===== config.mk =====
export PLATFORM = sky130hd
export DESIGN_NAME = dual_channel_zero_crossing_counter
export DESIGN_NICKNAME = d
export VERILOG_FILES = /design/src/zcc_pkg.sv /design/src/zcc_lane.sv /design/src/zcc_merge.sv /design/src/dual_channel_zero_crossing_counter.sv
export VERILOG_INCLUDE_DIRS = /design/src /design/src/src
export SDC_FILE = /design/constraint.sdc
export NUM_CORES = 1
export LEC_CHECK = 0
export BUFFER_PORTS_ARGS = -buffer_cell sky130_fd_sc_hd__buf_2
export CAP_MARGIN = 20
export CORE_MARGIN = 2
export CORE_UTILIZATION = 45
export CTS_CLUSTER_DIAMETER = 40
export DETAILED_ROUTE_END_ITERATION = 16
export PLACE_DENSITY = 0.65
export SLEW_MARGIN = 10
export SYNTH_ARGS = -nofsm -noshare
export SYNTH_HDL_FRONTEND = slang
export SYNTH_SLANG_ARGS = --single-unit
export TNS_END_PERCENT = 5

===== constraint.sdc =====
create_clock -name i_clk -period 3.9 [get_ports i_clk]
set_input_delay 0.195 -clock i_clk [delete_from_list [all_inputs] [get_ports i_clk]]
set_output_delay 0.195 -clock i_clk [all_outputs]
set_load 0.005 [all_outputs]

===== src/assert_macros.svh =====
// Assertion macros used by the zero-crossing counter RTL.
`ifndef ASSERT_MACROS_SVH
`define ASSERT_MACROS_SVH

// Checked at every rising clock edge, reset or not.
`define ASSERT_ALWAYS(label, clk, prop, msg) \
    label: assert property (@(posedge clk) prop) else $error(msg);

// Checked only while the active-low reset is released.
`define ASSERT_RUN(label, clk, rst_n, prop, msg) \
    label: assert property (@(posedge clk) disable iff (!rst_n) prop) else $error(msg);

`endif


===== src/zcc_pkg.sv =====
// Types and constants of the dual-channel zero-crossing counter.
`default_nettype none

package zcc_pkg;

    localparam int SAMPLE_W = 16;
    localparam int COUNT_W  = 8;
    localparam int WINDOW_W = 8;
    localparam int THRESH_W = 16;
    localparam int CFG_W    = 16;

    // Configuration register indexes.
    typedef enum logic [0:0] {
        CFG_WINDOW_SIZE = 1'b0,
        CFG_THRESHOLD   = 1'b1
    } t_cfg_idx;

    // Sign state of one channel.
    typedef enum logic [1:0] {
        SIGN_NONE = 2'd0,
        SIGN_POS  = 2'd1,
        SIGN_NEG  = 2'd3
    } t_sign;

    typedef struct packed {
        logic signed [SAMPLE_W-1:0] sample_b;
        logic signed [SAMPLE_W-1:0] sample_a;
    } t_in_word;

    typedef struct packed {
        logic [COUNT_W-1:0] count_b;
        logic [COUNT_W-1:0] count_a;
    } t_out_word;

    // Per-word control broadcast to every lane.
    typedef struct packed {
        logic en;
        logic last;
    } t_lane_ctl;

endpackage

`default_nettype wire


===== src/zcc_lane.sv =====
// One channel lane: sample classification, sign tracking and crossing count.
`default_nettype none

module zcc_lane (
    input  wire logic                               i_clk,
    input  wire logic                               i_rst_n,
    input  wire zcc_pkg::t_lane_ctl                 i_ctl,
    input  wire logic signed [zcc_pkg::SAMPLE_W-1:0] i_sample,
    input  wire logic [zcc_pkg::THRESH_W-1:0]        i_threshold,
    output logic [zcc_pkg::COUNT_W-1:0]              o_count
);
    import zcc_pkg::*;

    t_sign              r_sign, n_sign;
    logic [COUNT_W-1:0] r_count, n_count;
    logic [SAMPLE_W:0]  mag;
    logic               neg;
    t_sign              cls;

    // Magnitude is one bit wider so that the most negative sample stays exact.
    always_comb begin
        neg = i_sample[SAMPLE_W-1];
        if (neg) begin
            mag = (SAMPLE_W+1)'(1 << SAMPLE_W) - {1'b0, i_sample};
        end else begin
            mag = {1'b0, i_sample};
        end
        if (mag < {1'b0, i_threshold} || mag == '0) begin
            cls = SIGN_NONE;
        end else if (neg) begin
            cls = SIGN_NEG;
        end else begin
            cls = SIGN_POS;
        end
    end

    always_comb begin
        n_sign  = r_sign;
        n_count = r_count;
        if (cls != SIGN_NONE) begin
            if (r_sign == SIGN_NONE) begin
                n_sign = cls;
            end else if (r_sign != cls) begin
                n_sign  = cls;
                n_count = r_count + COUNT_W'(1);
            end
        end
    end

    // The count including the current word feeds the result register.
    assign o_count = n_count;

    always_ff @(posedge i_clk) begin
        if (!i_rst_n) begin
            r_sign  <= SIGN_NONE;
            r_count <= '0;
        end else if (i_ctl.en) begin
            if (i_ctl.last) begin
                r_sign  <= SIGN_NONE;
                r_count <= '0;
            end else begin
                r_sign  <= n_sign;
                r_count <= n_count;
            end
        end
    end

endmodule

`default_nettype wire


===== src/zcc_merge.sv =====
// Merge stage: joins the lane counts into one result word and holds it.
`default_nettype none

module zcc_merge (
    input  wire logic                          i_clk,
    input  wire logic                          i_rst_n,
    input  wire logic                          i_load,
    input  wire logic [zcc_pkg::COUNT_W-1:0]   i_count_a,
    input  wire logic [zcc_pkg::COUNT_W-1:0]   i_count_b,
    input  wire logic                          i_stall,
    output logic                               o_busy,
    output logic                               o_valid,
    output zcc_pkg::t_out_word                 o_data
);
    import zcc_pkg::*;

    logic      r_valid;
    t_out_word r_data;

    // A held word blocks new results only while the far side stalls.
    assign o_busy  = r_valid & i_stall;
    assign o_valid = r_valid;
    assign o_data  = r_data;

    always_ff @(posedge i_clk) begin
        if (!i_rst_n) begin
            r_valid <= 1'b0;
        end else if (i_load) begin
            r_valid <= 1'b1;
        end else if (!i_stall) begin
            r_valid <= 1'b0;
        end
    end

    always_ff @(posedge i_clk) begin
        if (i_load) begin
            r_data.count_a <= i_count_a;
            r_data.count_b <= i_count_b;
        end
    end

endmodule

`default_nettype wire


===== src/dual_channel_zero_crossing_counter.sv =====
// Top level of the dual-channel windowed zero-crossing counter.
//
//   channel  direction  word        handshake
//   input    in         t_in_word   i_valid / o_stall
//   output   out        t_out_word  o_valid / i_stall
//   config   in         16 bits     i_cfg_wr_en, i_cfg_addr
//
// One word per unstalled cycle; each lane compares and updates its sign in that cycle.
// The result of a window sits in the merge register in the cycle after its last word.
// While the window size is zero the input is stalled. After reset all counts, signs
// and the pair counter are clear and the window size is zero.
// Otherwise the input stalls only when a finished result is held and the output side stalls.
`default_nettype none
`include "assert_macros.svh"

module dual_channel_zero_crossing_counter (
    input  wire logic                         i_clk,
    input  wire logic                         i_rst_n,
    input  wire logic                         i_valid,
    output logic                              o_stall,
    input  wire zcc_pkg::t_in_word            i_data,
    output logic                              o_valid,
    input  wire logic                         i_stall,
    output zcc_pkg::t_out_word                o_data,
    input  wire logic                         i_cfg_wr_en,
    input  wire zcc_pkg::t_cfg_idx            i_cfg_addr,
    input  wire logic [zcc_pkg::CFG_W-1:0]    i_cfg_wdata
);
    import zcc_pkg::*;

    logic [WINDOW_W-1:0] r_window;
    logic [THRESH_W-1:0] r_threshold;
    logic [WINDOW_W-1:0] r_pairs, n_pairs;
    logic                accept;
    logic                merge_busy;
    t_lane_ctl           ctl;
    logic [COUNT_W-1:0]  count_a, count_b;

    always_ff @(posedge i_clk) begin
        if (!i_rst_n) begin
            r_window    <= '0;
            r_threshold <= '0;
        end else if (i_cfg_wr_en) begin
            unique case (i_cfg_addr)
                CFG_WINDOW_SIZE: r_window    <= i_cfg_wdata[WINDOW_W-1:0];
                CFG_THRESHOLD:   r_threshold <= i_cfg_wdata[THRESH_W-1:0];
                default:         ;
            endcase
        end
    end

    assign o_stall  = (r_window == '0) | merge_busy;
    assign accept   = i_valid & ~o_stall;
    assign n_pairs  = r_pairs + WINDOW_W'(1);
    assign ctl.en   = accept;
    assign ctl.last = (n_pairs >= r_window);

    always_ff @(posedge i_clk) begin
        if (!i_rst_n) begin
            r_pairs <= '0;
        end else if (accept) begin
            r_pairs <= ctl.last ? '0 : n_pairs;
        end
    end

    zcc_lane u_lane_a (
        .i_clk       (i_clk),
        .i_rst_n     (i_rst_n),
        .i_ctl       (ctl),
        .i_sample    (i_data.sample_a),
        .i_threshold (r_threshold),
        .o_count     (count_a)
    );

    zcc_lane u_lane_b (
        .i_clk       (i_clk),
        .i_rst_n     (i_rst_n),
        .i_ctl       (ctl),
        .i_sample    (i_data.sample_b),
        .i_threshold (r_threshold),
        .o_count     (count_b)
    );

    zcc_merge u_merge (
        .i_clk     (i_clk),
        .i_rst_n   (i_rst_n),
        .i_load    (accept & ctl.last),
        .i_count_a (count_a),
        .i_count_b (count_b),
        .i_stall   (i_stall),
        .o_busy    (merge_busy),
        .o_valid   (o_valid),
        .o_data    (o_data)
    );

    `ASSERT_RUN(a_result_after_word, i_clk, i_rst_n, $rose(o_valid) |-> $past(accept), "result without a closing word")
    `ASSERT_RUN(a_window_restart, i_clk, i_rst_n, (accept && ctl.last) |=> (r_pairs == '0), "pair counter not cleared at window end")
    `ASSERT_RUN(a_pair_step, i_clk, i_rst_n, (accept && !ctl.last) |=> (r_pairs == $past(n_pairs)), "pair counter skipped a word")

endmodule

`default_nettype wire


Yosys cells after proc, flatten, opt, wreduce, memory -nomap -nowiden:

Index checks and enable logic that the tools add are counted.
W data, S select, Z words.

* register bits after elaboration: 69
* bits in latches: 0
* memory bits (writable): 0
* ROM bits: 0
* input port bits: 54
* output and inout port bits: 18
* memories kept: 0

* add/sub/neg operators: 5
* multipliers: 0
* divide/modulo/power cells: 0
* magnitude comparators: 3
* eq/ne operators: 3
* shifts and indexed selects: 0
* mux-type cells: 25
* bitwise gates (word level): 6
* reductions and logical operators: 17

Operators with widths (number)
* $mux W8: 9
* $logic_not A17 Y1: 2
* $lt A17 B16 Y1: 2
* $mux W17: 2
* $sub A17 B16 Y17 const A: 2
* $add A8 B1 Y8 const B: 3
* $mux W2: 12
* $ge A8 B8 Y1: 1
* $logic_not A8 Y1: 1
* $reduce_bool A2 Y1: 4
* $reduce_and A3 Y1: 2
* $reduce_bool A3 Y1: 2
* $logic_not A2 Y1: 2
* $ne A2 B2 Y1: 2
* $reduce_and A2 Y1: 2
* $and A1 B1 Y1: 3
* $logic_or A1 B1 Y1: 2
* $mux W1: 2
* $ne A2 B1 Y1 const B: 1
* $not A1 Y1: 2
* $or A1 B1 Y1: 1

Longest topological paths before layout:

* depth after elaboration: 10
* depth in mapped cells: 16
* depth with buffers taken out: 15

By module:

A second synthesis with hierarchy kept.

* cells, all modules: 672
* area total of the unflattened synthesis: 5632.9 um2

Modules (own cells, without submodules)
* zcc_lane at u_lane_b: times used 1, cells each 238, area an instance 1830.5 um2
* zcc_lane at u_lane_a: times used 1, cells each 217, area an instance 1645.3 um2
* dual_channel_zero_crossing_counter: times used 1, cells each 198, area an instance 1640.3 um2
* zcc_merge: times used 1, cells each 19, area an instance 516.7 um2

Least setup slack after synthesis:

No wires, ideal clock.

* path type: input-to-reg
* from: input port i_data[19] (netlist name)
* to: register u_lane_b.r_count[0]
* library setup time: 79 ps
* arrival time: 3269 ps
* required time: 3821 ps
* slack: 552 ps
* stages on the path: 15
* buffers on the path: 2
* cell sequence: clkbuf_1 -> or3_1 -> clkbuf_1 -> or3_1 -> o21ai_0 -> xnor2_1 -> ha_1 -> nand2_1 -> o21ai_0 -> a41o_1 -> nand4_1 -> o21ai_2 -> nand3_1 -> or4_1 -> o211ai_1

* longest elaborated chain between the ends: 10
* elaborated cells on any way between the ends: 12
* those cells by class: add/sub (1); order compare (1); eq/ne (1); mux (6); reduce/logical (3)

RTL lines
* start: declaration: line dual_channel_zero_crossing_counter.sv:21 `input wire zcc_pkg::t_in_word i_data,`
* $sub A17 B16 Y17: line zcc_lane.sv:24 `mag = (SAMPLE_W+1)'(1 << SAMPLE_W) - {1'b0, i_sample};`
* $mux W17 *: line zcc_lane.sv:23 `if (neg) begin`
* $lt A17 B16 Y1 / $logic_not A17 Y1 (equally long branches): line zcc_lane.sv:28 `if (mag < {1'b0, i_threshold} || mag == '0) begin`
* $logic_or A1 B1 Y1 *: line zcc_lane.sv:28
* $mux W2 *: line zcc_lane.sv:28
* $ne A2 B2 Y1: line zcc_lane.sv:43 `end else if (r_sign != cls) begin`
* $mux W8: line zcc_lane.sv:43
* $mux W8: line zcc_lane.sv:41 `if (r_sign == SIGN_NONE) begin`
* $mux W8 *: line zcc_lane.sv:40 `if (cls != SIGN_NONE) begin`
* $mux W8 *: line zcc_lane.sv:58 `if (i_ctl.last) begin`
* end signal: assignment: line zcc_lane.sv:63 `r_count <= n_count;`
* end: declaration: line zcc_lane.sv:15 `logic [COUNT_W-1:0] r_count, n_count;`

Every way passes the cells marked *; elsewhere a longest branch is shown, timed or not.
A chain may end at the register's enable or synchronous reset.

Final worst setup path:

* from: input port i_data[21] (netlist name)
* to: register u_lane_b.r_count[0]

Same word-level chain as after synthesis.

==> results.ini <==
[clock_network]
path_clk_slew_ns=0.08
post-cts-setup-buffers=0
cts_buffers=9
cts.path.max_buffers=2
cts_root_buf=clkbuf_8
cts_tree=built
clock-sinks=69
cts_hold_buf=0
postCtsResizedCells=0
cts_max_level=3
worstSkewPairLatency_ns=0.36

[routing]
post_drt_wl_per_cell_um=14.7
routed_wl_um=12300
final_antenna_net_count=0
num_vias=4670
viasPerCell=5.61
dr.first_iter.drc_count=252
drc=0
dr.pass1.iters=5

[sta]
fin_crit_ns=3.45
min_period_over_period_pct=88.4
fmax_mhz=290
tightest_slew_ns=0.682
rsz0062_at_grt=false
clock-skew-final_ns=0.00927
tns_ns=0
fin_ws_ns=0.453
hold_violations=0
finalSetupViolCount=0
final_max_slew_viol_count=0
relSlewSlack_pct=54.4

[layout]
drive_above_1_share_pct=15.3
layout_commonest_cell=nand2_1
fin_util_pct=52.1
fillerInstances=1036
nets=785
antenna_cells=0
area_delta_synth_final_pct=12.9
mostFrequentLayoutCells=nand2_1, buf_2, a21oi_1

[power_and_ir_drop]
ir_drop_v=0.000238
power_leakage_nw=2.22
powerDensity_nw_per_um2=326

[place]
port_buffers=71
gp_congestion=0.851
dp_hpwl_um=9500
pre_cts_ws_ns=0.120

[setup_path]
critPathMaxStageDelay_ns=0.53
path_delay_family=simple AND/OR/NAND/NOR gates
cpMaxStageDelayCell=or3_1
critPathKind=input pin to flip-flop
startpoint_type=input pin
r2r_slack_ns=0.61
end_kind=flip-flop
cp_num_cells=14
reg2reg_from=r_pairs[0]
r2r_end=u_lane_a.r_count[3]
rr_worst_depth=11
arrival_ns=3.73
startpoint=i_data[21]
cp-endpoint=u_lane_b.r_count[0]
cp_max_fo=10
required_ns=4.18
path_buf_inv=1
path_cells=buf_2, or3_1, or3_1, o21ai_0, xnor2_1, ha_1, nand2_1, o21ai_0, a41o_1, nand4_1, o21ai_2, nand3_1, or4_1, o211ai_1

[die]
dieArea_um2=12000
die_x_um=110
fp.coreArea_um2=10900
initial_core_util_pct=46.1
die_h_um=110
rows=38
io_pins=72

[worst_hold_path]
holdCritPathClass=input pin to flip-flop

[outcome]
outcome=completed

[synthesis]
yosysWarnings=0
post_synth.cell_area_avg_um2=8.01
synth-edff-count=16
syn_nets=724
synth_ff_type=dfxtp_1
synth_area_um2=5020
yosysTopAreaCellShare_pct=21.1
ys_ff_latch=69
synth_area_leaders=dfxtp_1, ha_1, edfxtp_1
synthCells=627
async_flop_share_pct=0
yosysTopAreaCell=dfxtp_1
ys_types=61
synth_seq_area_share_pct=30.7

[flow_run]
maxCapViolCount=0

[global_routing]
grt_pass1_wl_um=20300
grt-ovfl-total=0
globalRouteTotalUtil_pct=21.4
grt_pass1_vias=4335
grt_max_degree=28
antenna_found_initial=0

## how the worst min path moves through the flow
stage / from / endpoint / cells after the start
3_3_place_gp: r_threshold[5] / r_threshold[5] / 2
4_1_cts: i_cfg_wdata[11] / r_threshold[11] / 3
6_report: i_cfg_wdata[11] / r_threshold[11] / 3
5_1_grt: i_cfg_wdata[11] / r_threshold[11] / 3
3_5_place_dp: r_threshold[13] / r_threshold[13] / 2
2_1_floorplan: i_cfg_wdata[10] / r_threshold[10] / 2
## through the flow
| step | power (mW) | instance area, um2 | instances | hold slack [ns] |
|---|---|---|---|---|
| after detailed placement | 1.26 | 5460 | 816 | 0.447 |
| after floorplan | 1.12 | 5020 | 627 | 0.331 |
| after global placement | 1.25 | 5460 | 816 | 0.444 |
| after global routing | 1.95 | 5670 | 833 | 0.0617 |
| after CTS | 1.86 | 5660 | 832 | 0.0645 |
| final | 1.85 | 5670 | 833 | 0.0718 |
## cell families after synthesis
family | share of synthesized area, %
compound gates | 20.7
xor+xnor | 8.72
fa+ha+maj | 10.7
buf+inv | 5.56
flops | 30.7
mux | 1.27
simple gates | 22.3
## power by group
part	internal, mW	switching, mW	leakage (nW)
Combinational	0.184	0.272	1.55
Clock	0.314	0.281	0.100
Sequential	0.772	0.0219	0.575
## cell type report
type	count	area, um2	share of cell area, %
tap	140	175	3.09
timing repair buffer	78	408	7.20
clock inverter	5	57.6	1.02
inverter	38	143	2.52
multi-input combinational	492	3200	56.5
clock buffer	11	141	2.49
sequential	69	1540	27.2
## layer usage
layer	GRT usage, %	vias to the layer above	wire length (um)
li1	-	2373	-
met1	28.9	2192	6020
met2	35.8	94	5670
met3	4.09	11	467
met4	4.34	0	120
met5	0	-	0
## cell usage after synthesis, types with 8 or more instances
| library cell | instances |
|---|---|
| edfxtp_1 | 16 |
| dfxtp_1 | 53 |
| nor2_1 | 26 |
| o21ai_0 | 40 |
| nand3_1 | 16 |
| nor3_1 | 12 |
| a31oi_1 | 9 |
| clkbuf_1 | 22 |
| or4_1 | 12 |
| a21o_1 | 9 |
| a21oi_1 | 55 |
| o31ai_1 | 12 |
| or3_1 | 10 |
| nand4_1 | 8 |
| nand2_1 | 97 |
| inv_1 | 38 |
| and3_1 | 10 |
| xnor2_1 | 43 |
| ha_1 | 43 |
## state kept, by name, summed over array words and instances, names as in the netlist
signal and count:
r_pairs 8, u_lane_b.r_count 8, u_merge.o_valid 1, u_lane_a.r_sign 2
u_lane_b.r_sign 2, u_lane_a.r_count 8, r_window 8, u_merge.o_data 16
r_threshold 16
## worst register-to-register path: stages, from the launching register on
cell     delay [ns]
dfxtp_1        0.42
ha_1           0.24
nand3_1        0.18
nor2_1         0.18
xor2_1         0.20
ha_1           0.26
or3_1          0.29
o21ai_0        0.21
o21ai_0        0.30
nor2_1         0.54
o31ai_1        0.17
a31oi_1        0.21
Power figures use the tool's default switching activity.
